<file path="src/hw/rtl/cdq_pkg.sv">
// Shared constants, codes and types of the circular deque.
package cdq_pkg;

  localparam int DEPTH_DEF  = 16;
  localparam int DATA_W_DEF = 32;

  localparam int CMD_W      = 3;
  localparam int ST_W       = 3;
  localparam int VAL_W      = 32;
  localparam int CAP_W      = 5;
  localparam int CFG_IDX_W  = 4;
  localparam int CFG_DATA_W = 5;

  localparam logic [CAP_W-1:0] CAP_RESET = CAP_W'(16);

  localparam logic [CFG_IDX_W-1:0] CFG_CAPACITY = CFG_IDX_W'(0);
  localparam logic [CFG_IDX_W-1:0] CFG_MODE     = CFG_IDX_W'(1);

  localparam logic MODE_IN_RESTRICTED  = 1'b0;
  localparam logic MODE_OUT_RESTRICTED = 1'b1;

  localparam logic [CMD_W-1:0] CMD_PUSH_FRONT = 3'd0;
  localparam logic [CMD_W-1:0] CMD_PUSH_BACK  = 3'd1;
  localparam logic [CMD_W-1:0] CMD_POP_FRONT  = 3'd2;
  localparam logic [CMD_W-1:0] CMD_POP_BACK   = 3'd3;
  localparam logic [CMD_W-1:0] CMD_LIST       = 3'd4;

  localparam logic [ST_W-1:0] ST_OK          = 3'd0;
  localparam logic [ST_W-1:0] ST_OVERFLOW    = 3'd1;
  localparam logic [ST_W-1:0] ST_UNDERFLOW   = 3'd2;
  localparam logic [ST_W-1:0] ST_NOT_ALLOWED = 3'd3;
  localparam logic [ST_W-1:0] ST_EMPTY       = 3'd4;

  typedef enum logic {
    S_IDLE,
    S_READ
  } cdq_state_t;

endpackage

</file>
<file path="src/hw/rtl/cdq_ram.sv">
// Single-port-write, single-port-read slot memory with registered read data.
module cdq_ram #(
  parameter int DEPTH  = 16,
  parameter int DATA_W = 32
) (
  input  logic                     clk,
  input  logic                     we,
  input  logic [$clog2(DEPTH)-1:0] waddr,
  input  logic [DATA_W-1:0]        wdata,
  input  logic                     re,
  input  logic [$clog2(DEPTH)-1:0] raddr,
  output logic [DATA_W-1:0]        rdata
);

  logic [DATA_W-1:0] mem [DEPTH];
  logic [DATA_W-1:0] rdata_r;

  always_ff @(posedge clk) begin
    if (we) begin
      mem[waddr] <= wdata;
    end
  end

  always_ff @(posedge clk) begin
    if (re) begin
      rdata_r <= mem[raddr];
    end
  end

  assign rdata = rdata_r;

endmodule

</file>
<file path="src/hw/rtl/circular_deque.sv">
// Circular deque: a push or any command that answers at once writes its result
// straight to the output register. A pop reads the element from a synchronous
// slot memory with registered read data, then hands it to the output register.
// A list walks the queue from front to rear: the walk issues one memory
// read per cycle and hands one result per cycle to the output register. Output
// stalls hold the walk. A command is taken only while the block is idle and the
// output register is free or being emptied. Writing the capacity register empties
// the queue; writing the mode register keeps the contents.
module circular_deque
  import cdq_pkg::*;
#(
  parameter int DEPTH  = DEPTH_DEF,
  parameter int DATA_W = DATA_W_DEF
) (
  input  logic                  clk,
  input  logic                  rst_n,
  // Commands.
  input  logic                  in_tvalid,
  output logic                  in_tready,
  input  logic [VAL_W-1:0]      in_tdata,   // [31:0] push_value
  input  logic [CMD_W-1:0]      in_tuser,   // [2:0] command
  // Results.
  output logic                  out_tvalid,
  input  logic                  out_tready,
  output logic [VAL_W-1:0]      out_tdata,  // [31:0] element
  output logic [ST_W-1:0]       out_tuser,  // [2:0] status
  output logic                  out_tlast,
  // Register writes.
  input  logic                  cfg_valid,
  output logic                  cfg_ready,
  input  logic [CFG_IDX_W-1:0]  cfg_index,
  input  logic [CFG_DATA_W-1:0] cfg_data
);

  localparam int IW   = $clog2(DEPTH);
  localparam int CW   = $clog2(DEPTH + 1);
  localparam int CAPW = (CW > CAP_W) ? CW : CAP_W;

  cdq_state_t state_r, state_nxt;

  logic [CAP_W-1:0]  capacity_r, capacity_nxt;
  logic              mode_r, mode_nxt;
  logic [IW-1:0]     front_r, front_nxt;
  logic [IW-1:0]     rear_r, rear_nxt;
  logic              empty_r, empty_nxt;
  logic [IW-1:0]     walk_r, walk_nxt;
  logic [CW-1:0]     pos_r, pos_nxt;
  logic              last_r, last_nxt;

  logic              out_valid_r, out_valid_nxt;
  logic [ST_W-1:0]   out_status_r, out_status_nxt;
  logic [VAL_W-1:0]  out_elem_r, out_elem_nxt;
  logic              out_last_r, out_last_nxt;

  logic              ram_we, ram_re;
  logic [IW-1:0]     ram_waddr, ram_raddr;
  logic [DATA_W-1:0] ram_wdata, ram_rdata;

  logic [CAPW-1:0]   cap_ext;
  logic [CW-1:0]     eff_cap;
  logic              out_room, in_fire, cfg_fire, full, not_allowed;
  logic [63:0]       push_wide, rd_wide;
  logic [IW-1:0]     walk_next_idx, push_idx;

  function automatic logic [IW-1:0] idx_next(input logic [IW-1:0] i,
                                             input logic [CW-1:0] cap);
    logic [CW-1:0] ip1;
    ip1 = CW'(i) + CW'(1);
    return (ip1 >= cap) ? IW'(0) : ip1[IW-1:0];
  endfunction

  function automatic logic [IW-1:0] idx_prev(input logic [IW-1:0] i,
                                             input logic [CW-1:0] cap);
    logic [CW-1:0] cm1;
    cm1 = cap - CW'(1);
    return (i == IW'(0) || CW'(i) >= cap) ? cm1[IW-1:0] : i - IW'(1);
  endfunction

  // Capacity of zero acts as one; anything above the store depth acts as the depth.
  always_comb begin
    cap_ext = CAPW'(capacity_r);
    if (cap_ext == CAPW'(0)) begin
      eff_cap = CW'(1);
    end else if (cap_ext > CAPW'(DEPTH)) begin
      eff_cap = CW'(DEPTH);
    end else begin
      eff_cap = cap_ext[CW-1:0];
    end
  end

  assign out_room  = !out_valid_r || out_tready;
  assign in_tready = (state_r == S_IDLE) && out_room;
  assign in_fire   = in_tvalid && in_tready;
  assign cfg_ready = 1'b1;
  assign cfg_fire  = cfg_valid && cfg_ready;

  assign full = !empty_r && (idx_next(rear_r, eff_cap) == front_r);

  assign not_allowed = !(in_tuser inside {CMD_PUSH_FRONT, CMD_PUSH_BACK, CMD_POP_FRONT,
                                          CMD_POP_BACK, CMD_LIST})
                    || (in_tuser == CMD_PUSH_FRONT && mode_r == MODE_IN_RESTRICTED)
                    || (in_tuser == CMD_POP_FRONT && mode_r == MODE_OUT_RESTRICTED);

  assign push_wide     = 64'(in_tdata);
  assign rd_wide       = 64'(ram_rdata);
  assign walk_next_idx = idx_next(walk_r, eff_cap);

  always_comb begin
    if (empty_r) begin
      push_idx = (in_tuser == CMD_PUSH_FRONT) ? IW'(eff_cap - CW'(1)) : IW'(0);
    end else if (in_tuser == CMD_PUSH_FRONT) begin
      push_idx = idx_prev(front_r, eff_cap);
    end else begin
      push_idx = idx_next(rear_r, eff_cap);
    end
  end

  // Next state.
  always_comb begin
    state_nxt = state_r;
    case (state_r)
      S_IDLE: begin
        if (in_fire && !not_allowed && !empty_r &&
            (in_tuser == CMD_POP_FRONT || in_tuser == CMD_POP_BACK ||
             in_tuser == CMD_LIST)) begin
          state_nxt = S_READ;
        end
      end
      S_READ: begin
        if (out_room && last_r) begin
          state_nxt = S_IDLE;
        end
      end
      default: state_nxt = S_IDLE;
    endcase
  end

  // Datapath, memory accesses and results.
  always_comb begin
    capacity_nxt   = capacity_r;
    mode_nxt       = mode_r;
    front_nxt      = front_r;
    rear_nxt       = rear_r;
    empty_nxt      = empty_r;
    walk_nxt       = walk_r;
    pos_nxt        = pos_r;
    last_nxt       = last_r;
    out_valid_nxt  = out_valid_r && !out_tready;
    out_status_nxt = out_status_r;
    out_elem_nxt   = out_elem_r;
    out_last_nxt   = out_last_r;
    ram_we         = 1'b0;
    ram_waddr      = push_idx;
    ram_wdata      = push_wide[DATA_W-1:0];
    ram_re         = 1'b0;
    ram_raddr      = front_r;

    case (state_r)
      S_IDLE: begin
        if (in_fire) begin
          out_elem_nxt = '0;
          out_last_nxt = 1'b1;
          if (not_allowed) begin
            out_valid_nxt  = 1'b1;
            out_status_nxt = ST_NOT_ALLOWED;
          end else begin
            case (in_tuser)
              CMD_PUSH_FRONT, CMD_PUSH_BACK: begin
                out_valid_nxt = 1'b1;
                if (full) begin
                  out_status_nxt = ST_OVERFLOW;
                end else begin
                  out_status_nxt = ST_OK;
                  ram_we         = 1'b1;
                  empty_nxt      = 1'b0;
                  if (empty_r) begin
                    front_nxt = push_idx;
                    rear_nxt  = push_idx;
                  end else if (in_tuser == CMD_PUSH_FRONT) begin
                    front_nxt = push_idx;
                  end else begin
                    rear_nxt = push_idx;
                  end
                end
              end
              CMD_POP_FRONT, CMD_POP_BACK: begin
                if (empty_r) begin
                  out_valid_nxt  = 1'b1;
                  out_status_nxt = ST_UNDERFLOW;
                end else begin
                  ram_re    = 1'b1;
                  ram_raddr = (in_tuser == CMD_POP_FRONT) ? front_r : rear_r;
                  pos_nxt   = CW'(1);
                  last_nxt  = 1'b1;
                  if (front_r == rear_r) begin
                    front_nxt = '0;
                    rear_nxt  = '0;
                    empty_nxt = 1'b1;
                  end else if (in_tuser == CMD_POP_FRONT) begin
                    front_nxt = idx_next(front_r, eff_cap);
                  end else begin
                    rear_nxt = idx_prev(rear_r, eff_cap);
                  end
                end
              end
              default: begin
                if (empty_r) begin
                  out_valid_nxt  = 1'b1;
                  out_status_nxt = ST_EMPTY;
                end else begin
                  ram_re    = 1'b1;
                  ram_raddr = front_r;
                  walk_nxt  = front_r;
                  pos_nxt   = CW'(1);
                  last_nxt  = (front_r == rear_r) || (eff_cap <= CW'(1));
                end
              end
            endcase
          end
        end
      end
      S_READ: begin
        if (out_room) begin
          out_valid_nxt  = 1'b1;
          out_status_nxt = ST_OK;
          out_elem_nxt   = rd_wide[VAL_W-1:0];
          out_last_nxt   = last_r;
          if (!last_r) begin
            // The next element of the walk is read while this one is handed over.
            ram_re    = 1'b1;
            ram_raddr = walk_next_idx;
            walk_nxt  = walk_next_idx;
            pos_nxt   = pos_r + CW'(1);
            last_nxt  = (walk_next_idx == rear_r) || (pos_r + CW'(1) >= eff_cap);
          end
        end
      end
      default: ;
    endcase

    if (cfg_fire) begin
      if (cfg_index == CFG_CAPACITY) begin
        capacity_nxt = cfg_data[CAP_W-1:0];
        front_nxt    = '0;
        rear_nxt     = '0;
        empty_nxt    = 1'b1;
      end else if (cfg_index == CFG_MODE) begin
        mode_nxt = cfg_data[0];
      end
    end
  end

  always_ff @(posedge clk) begin
    if (!rst_n) begin
      state_r     <= S_IDLE;
      capacity_r  <= CAP_RESET;
      mode_r      <= MODE_IN_RESTRICTED;
      front_r     <= '0;
      rear_r      <= '0;
      empty_r     <= 1'b1;
      out_valid_r <= 1'b0;
    end else begin
      state_r     <= state_nxt;
      capacity_r  <= capacity_nxt;
      mode_r      <= mode_nxt;
      front_r     <= front_nxt;
      rear_r      <= rear_nxt;
      empty_r     <= empty_nxt;
      out_valid_r <= out_valid_nxt;
    end
  end

  always_ff @(posedge clk) begin
    walk_r       <= walk_nxt;
    pos_r        <= pos_nxt;
    last_r       <= last_nxt;
    out_status_r <= out_status_nxt;
    out_elem_r   <= out_elem_nxt;
    out_last_r   <= out_last_nxt;
  end

  cdq_ram #(
    .DEPTH  (DEPTH),
    .DATA_W (DATA_W)
  ) u_ram (
    .clk   (clk),
    .we    (ram_we),
    .waddr (ram_waddr),
    .wdata (ram_wdata),
    .re    (ram_re),
    .raddr (ram_raddr),
    .rdata (ram_rdata)
  );

  assign out_tvalid = out_valid_r;
  assign out_tdata  = out_elem_r;
  assign out_tuser  = out_status_r;
  assign out_tlast  = out_last_r;

  // An empty queue always has both indices parked at slot zero.
  a_empty_parked: assert property (@(posedge clk) disable iff (!rst_n)
    empty_r |-> (front_r == '0) && (rear_r == '0))
    else $error("empty queue with indices away from zero");

  // Occupied indices stay inside the capacity in use.
  a_idx_in_cap: assert property (@(posedge clk) disable iff (!rst_n)
    !empty_r |-> (CW'(front_r) < eff_cap) && (CW'(rear_r) < eff_cap))
    else $error("queue index outside capacity");

  // A list walk never runs past the capacity in use.
  a_walk_bounded: assert property (@(posedge clk) disable iff (!rst_n)
    (state_r == S_READ) |-> (pos_r <= eff_cap))
    else $error("list walk beyond capacity");

endmodule
</file>
<file path="config.mk">
export PLATFORM = sky130hd
export DESIGN_NAME = circular_deque
export DESIGN_NICKNAME = d
export VERILOG_FILES = /design/src/hw/rtl/cdq_pkg.sv /design/src/hw/rtl/cdq_ram.sv /design/src/hw/rtl/circular_deque.sv
export SDC_FILE = /design/constraint.sdc
export NUM_CORES = 1
export LEC_CHECK = 0
export ABC_AREA = 0
export ABC_CLOCK_PERIOD_IN_PS = 5100
export BUFFER_PORTS_ARGS = -buffer_cell sky130_fd_sc_hd__buf_2
export CAP_MARGIN = 25
export CORE_MARGIN = 1
export CORE_UTILIZATION = 35
export CTS_CLUSTER_SIZE = 10
export DETAILED_ROUTE_END_ITERATION = 10
export HOLD_SLACK_MARGIN = 0.15
export PLACE_DENSITY = 0.53
export SKIP_LAST_GASP = 1
export SLEW_MARGIN = 20
export SYNTH_ARGS = -nofsm -noshare
export SYNTH_HDL_FRONTEND = slang
export SYNTH_SLANG_ARGS = --single-unit
</file>
<file path="constraint.sdc">
create_clock -name clk -period 5.1 [get_ports clk]
set_input_delay 0.51 -clock clk [delete_from_list [all_inputs] [get_ports clk]]
set_output_delay 0.51 -clock clk [all_outputs]
set_load 0.005 [all_outputs]
</file>
After elaboration in Yosys (flattened, before gate mapping)
Memories as Yosys holds them, arrays and structs flattened. A register that Yosys moved wholly into a read port is not among the register bits.
Cells that the tools add are included.
{ "totals": {"register_bits": 63, "ram_bits": 512, "in_bits": 49, "out_inout_bits": 39, "word_cells": 199, "n_memories": 1} }
{ "memory_table": {"columns": ["memory", "depth", "word_bits", "read_ports", "rd_clocked_by_memory_dff", "write_ports", "line_no", "rtl"], "rows": [
  ["u_ram.mem", 16, 32, 1, 1, 1, "cdq_ram.sv:15", "logic [DATA_W-1:0] mem [DEPTH];"]
]} }
{ "op_classes": {"addsub": 7, "order_cmp": 8, "n_eq_ne": 17, "mux": 110, "bitwise": 3, "reduce_logical": 40} }
{ "ops": {"columns": ["operator", "count"], "rows": [
  ["$mux 4", 43],
  ["$mux 32", 2],
  ["$pmux 32 s2", 1],
  ["$mux 5", 8],
  ["$mux 1", 37],
  ["$pmux 4 s2", 4],
  ["$ge 5x5->1", 4],
  ["$add 4x1->5 const B", 3],
  ["$mux 3", 5],
  ["$pmux 1 s2", 7],
  ["$eq 4x4->1", 3],
  ["$logic_not 4->1", 3],
  ["$ne 2x2->1 const B", 6],
  ["$pmux 3 s2", 2],
  ["$reduce_and 6->1", 2],
  ["$sub 4x1->4 const B", 3],
  ["$ge 4x5->1", 2],
  ["$logic_and 1x1->1", 10],
  ["$pmux 5 s2", 1],
  ["$logic_or 1x1->1", 9],
  ["$eq 3x2->1 const B", 2],
  ["$add 5x1->5 const B", 1],
  ["$gt 5x5->1 const B", 1],
  ["$le 5x1->1 const B", 1],
  ["other kinds (17)", 25]
]} }

Logic depth before layout (Yosys ltp)
{ "depth": {"ltp_word": 17, "ltp_mapped": 14, "depth_no_buf": 12} }

Cells and area by module
A second synthesis with hierarchy kept.
{ "unflattened": {"cells_unflattened": 1335, "area_unflattened_um2": 24820.1} }
{ "by_module_without_submodules": {"columns": ["mod", "n_inst", "cells_each", "area_per_inst_um2", "seq_area_each_um2"], "rows": [
  ["cdq_ram", 1, 838, 20155.6, 16335.7],
  ["circular_deque", 1, 497, 4664.5, 1721.7]
]} }

Worst setup path after synthesis
No wires, ideal clock.
{ "synth_path": {"path_kind": "register to register", "start": "register rear_r[0]", "end": "memory u_ram.mem[0][0] (enable)", "setup_ps": 421, "arrival_time_ps": 4157, "required_time_ps": 4679, "path_slack_ps": 522, "path_stages_with_launch": 14, "path_buffers": 2, "synth_period_minus_slack_ps": 4578, "cell_sequence": "dfxtp_1 > clkbuf_1 > inv_1 > ha_1 > ha_1 > nand2_1 > o21ai_0 > a21oi_1 > clkbuf_1 > and3_1 > a31o_2 > o31ai_1 > nand2_1 > nor2_1"} }
{ "synth_via": {"elab_chain_len": 12, "word_cells_on_any_way": 14, "classes_between": "add/sub (1); order compare (1); eq/ne (1); mux (10); reduce/logical (1)"} }
{ "synth_lines": {"columns": ["item", "line_no", "rtl"], "rows": [
  ["from (decl)", "circular_deque.sv:44", "logic [IW-1:0] rear_r, rear_nxt;"],
  ["from (signal assigned)", "circular_deque.sv:267", "rear_r <= rear_nxt;"],
  ["$add 4x1->5 (*)", "circular_deque.sv:68", "ip1 = CW'(i) + CW'(1);"],
  ["$ge 5x5->1", "circular_deque.sv:69", "return (ip1 >= cap) ? IW'(0) : ip1[IW-1:0];"],
  ["$mux 4 (*)", "circular_deque.sv:69", null],
  ["$eq 4x4->1", "circular_deque.sv:97", "assign full = !empty_r && (idx_next(rear_r, eff_cap) == front_r);"],
  ["$logic_and 1x1->1", "circular_deque.sv:97", null],
  ["$mux 1", "circular_deque.sv:170", "if (full) begin"],
  ["$mux 1", "circular_deque.sv:167", "case (in_tuser)"],
  ["$mux 1", "circular_deque.sv:163", "if (not_allowed) begin"],
  ["$mux 1", "circular_deque.sv:160", "if (in_fire) begin"],
  ["$mux 1", "circular_deque.sv:158", "case (state_r)"],
  ["$mux 1", "cdq_ram.sv:19", "if (we) begin"],
  ["$mux 1 (implied by the code)", "cdq_ram.sv:20", "mem[waddr] <= wdata;"],
  ["to (decl)", "cdq_ram.sv:15", null]
]} }
Every way passes the cells marked *; elsewhere a longest branch is shown, timed or not.

Final worst setup path
{ "layout_path": {"start": "register rear_r[0]", "end": "memory u_ram.mem[12][29] (enable)"} }
Same word-level chain as after synthesis.

==> results.toml <==
[run_status]
status = "finished clean"

[die]
dieArea_um2 = 72800
coreArea_um2 = 70500
chipHeight_um = 270
die_x_um = 270
start_util_pct = 35.6
pin_count = 88
rows = 97

[yosys]
synth_common_cells = "edfxtp_1 (590), mux2i_1 (265), o22ai_1 (99), nand2_1 (56), nor2_1 (46)"
synth-edff-count = 590
synth.distinct_cells = 71
yosysMostFrequentCell = "edfxtp_1"
synth_top_area_share_pct = 70.6
synthTopCellsByArea = "edfxtp_1 (71%), mux2i_1 (11%), o22ai_1 (2.5%)"
ys_ff_latch = 607
synth_cells = 1574
async_flop_share_pct = 0
synth_area_um2 = 25100
syn-num-nets = 1660
synth.largest_area_cell = "edfxtp_1"
ys.flop_type = "edfxtp_1"
ys_seq_area_share_pct = 71.9
ys_warn_count = 0
avgSynthCellArea_um2 = 16.0

[cells_and_area]
drive_gt1_share_pct = 16.1
final_nets = 1806
antenna_cells = 0
fillers = 6337
fin_util_pct = 41.6
syn_to_final_growth_pct = 16.7

[setup_path]
critPathSlowestCell = "dfxtp_1"
path_max_fanout = 32
crit_type = "flip-flop to flip-flop"
required_ns = 5.32
worstReg2RegEnd = "u_ram.mem[12][29]"
max_stage_delay_ns = 0.59
crit_chain = "ha_1 -> xor2_1 -> ha_1 -> a21oi_1 -> o21ai_0 -> a21oi_2 -> a211o_1 -> a21oi_1 -> o31ai_1 -> nand2_1 -> nor2_4 -> buf_4"
worst_setup_path_end_kind = "flip-flop"
critPathArrivalTime_ns = 4.84
worstReg2RegStart = "rear_r[0]"
ff2ff_setup_slack_ns = 0.48
critPathLaunchType = "flip-flop"
reg2reg_depth = 12

[routing]
routed_via_density = 5.28
antenna_left = 0
wire_per_inst_um = 23.1
drt-initial-drc-count = 1028
remaining_drc_errors = 0
vias = 14200
drtPass1Iterations = 5
wl_um = 62000

[hold_path]
hp-class = "input pin to flip-flop"
hp-start = "cfg_data[2]"
hold_depth = 3
holdPathEnd = "cap_ext[2]"

[sta]
final.setup.worst_slack_ns = 0.480
period_needed_ns = 4.62
hold_slack_ns = 0.189
fmax_mhz = 216
fin_setup_tns_ns = 0
tightest_slew_ns = 0.843
min_period_over_period_pct = 90.6
setup_viol = 0
slew_headroom_pct = 43.8
rsz0062_at_grt = "false"
fin_skew_ns = 0.0226
finalHoldViolations = 0
slew_viol_final = 0

[power]
p_leak_nw = 11.1
max-vdd-ir-drop_uv = 238
p_int_w = 0.00852
powerDensity_nw_per_um2 = 371
pwr-share-seq_pct = 50.9
combPwrFrac_pct = 6.3
p_clk_share_pct = 42.7
swShare_pct = 21.6
netSwitchingPower_w = 0.00235
total_power_w = 0.0109

[global_routing]
grt.total_usage_pct = 17.0
grt_max_degree = 59
grt_pass1_wl_um = 92400
antenna_found_initial = 2
grt_pass1_vias = 14400
grt.overflow.total = 0

[clock_tree]
postCtsSetupBuffers = 0
cts_tree = "built"
numCtsBuffers = 73
cts.path.max_buffers = 3
numClockSinks = 607
cts_root_buf = "clkbuf_16"
clk_pin_slew_ns = 0.06
clk_latency_ns = 0.60
cts_htree_levels = 3

[run]
drv_cap = 0

[placed_design]
hpwl_um = 37500
pre_cts_ws_ns = 0.301
io_buffers = 86
place_congestion = 0.851
## placed cells by master, fill, tap and decap left out, drive strengths merged, types with 17 or more instances in the layout
master and count:
o22ai 99, clkbuf 87, ha 37, and2 46, dfxtp 17, o221ai 33
nand3 19, buf 155, o21ai 36, mux2i 265, a21oi 31, nor3 41
inv 25, nor2 46, nand2 56, edfxtp 590
## area by class of cell
cell class | count | area (µm²) | share of cell area, %
clock buffer | 87 | 1920 | 6.56
tap | 940 | 1180 | 4.01
clock inverter | 11 | 151 | 0.517
multi-input combinational | 860 | 6710 | 22.9
inverter | 21 | 78.8 | 0.269
timing repair buffer | 157 | 1210 | 4.12
sequential | 607 | 18100 | 61.6
## how the worst max path moves through the flow
stage	end	slack (ns)	start
finish	u_ram.mem[12][29]	0.48	rear_r[0]
global route	u_ram.mem[12][1]	0.1	rear_r[0]
CTS	u_ram.mem[0][29]	0.26	rear_r[0]
detailed placement	u_ram.mem[0][18]	0.30	rear_r[0]
global placement	u_ram.mem[12][22]	0.38	rear_r[0]
floorplan	u_ram.mem[0][0]	0.52	rear_r[0]
## critical path: cells and delay by family, from the launching register on
| family | cells | cell delay, ns |
|---|---|---|
| AO/OA/AOI/OAI | 6 | 1.66 |
| XOR/XNOR | 1 | 0.43 |
| adder cells (fa/ha/maj) | 2 | 0.60 |
| buffers and inverters | 1 | 0.47 |
| flip-flops | 1 | 0.59 |
| AND/OR/NAND/NOR | 2 | 0.46 |
## repair_timing
action                     in CTS  in global routing
hold buffers                    2                  0
resized for setup               0                  1
hold endpoints to repair        2                  0
setup endpoints to repair       0                 76
## through the flow
step / cells / instance area (µm²)
2_1_floorplan: 1574 / 25100
3_3_place_gp: 2583 / 27200
3_5_place_dp: 2583 / 27200
4_1_cts: 2683 / 29300
5_1_grt: 2683 / 29300
6_report: 2683 / 29300
## power by group through the flow
stage / logic (W) / registers [W] / clock network [W]
after floorplan: 0.000414 / 0.00563 / 0
after global placement: 0.000691 / 0.00564 / 0
after detailed placement: 0.000692 / 0.00564 / 0
after CTS: 0.000697 / 0.00554 / 0.00476
after global routing: 0.000746 / 0.00554 / 0.00494
final: 0.000690 / 0.00554 / 0.00464
## layer usage
| metal | track usage, % | up-vias | wire length [µm] |
|---|---|---|---|
| met5 | 0 | - | 12 |
| met4 | 5.56 | 2 | 1350 |
| met3 | 3.12 | 95 | 3380 |
| met2 | 26.8 | 389 | 28800 |
| met1 | 23.6 | 7178 | 28500 |
| li1 | - | 6506 | - |
## cell families (layout without fill, tap and decap cells)
family	Yosys count	count (layout)	share of synthesized area, %
AOI/OAI and AO/OA	274	274	7.42
muxes	266	266	10.6
adders and majority gates	37	37	1.84
and+or+nand+nor	259	259	5.34
xor gates and xnor gates	23	23	0.802
buffers and inverters	107	276	2.07
DFF	607	607	71.9
other	1	1	0.0149
## state kept, by name, summed over array words and instances (netlist names)
register,flops
u_ram.mem,512
out_tdata,32
u_ram.rdata,32
cap_ext,5
pos_r,5
front_r,4
rear_r,4
walk_r,4
out_tuser,3
empty_r,1
last_r,1
mode_r,1
out_tlast,1
out_tvalid,1
state_r,1
(Power assumes the default switching activity.)
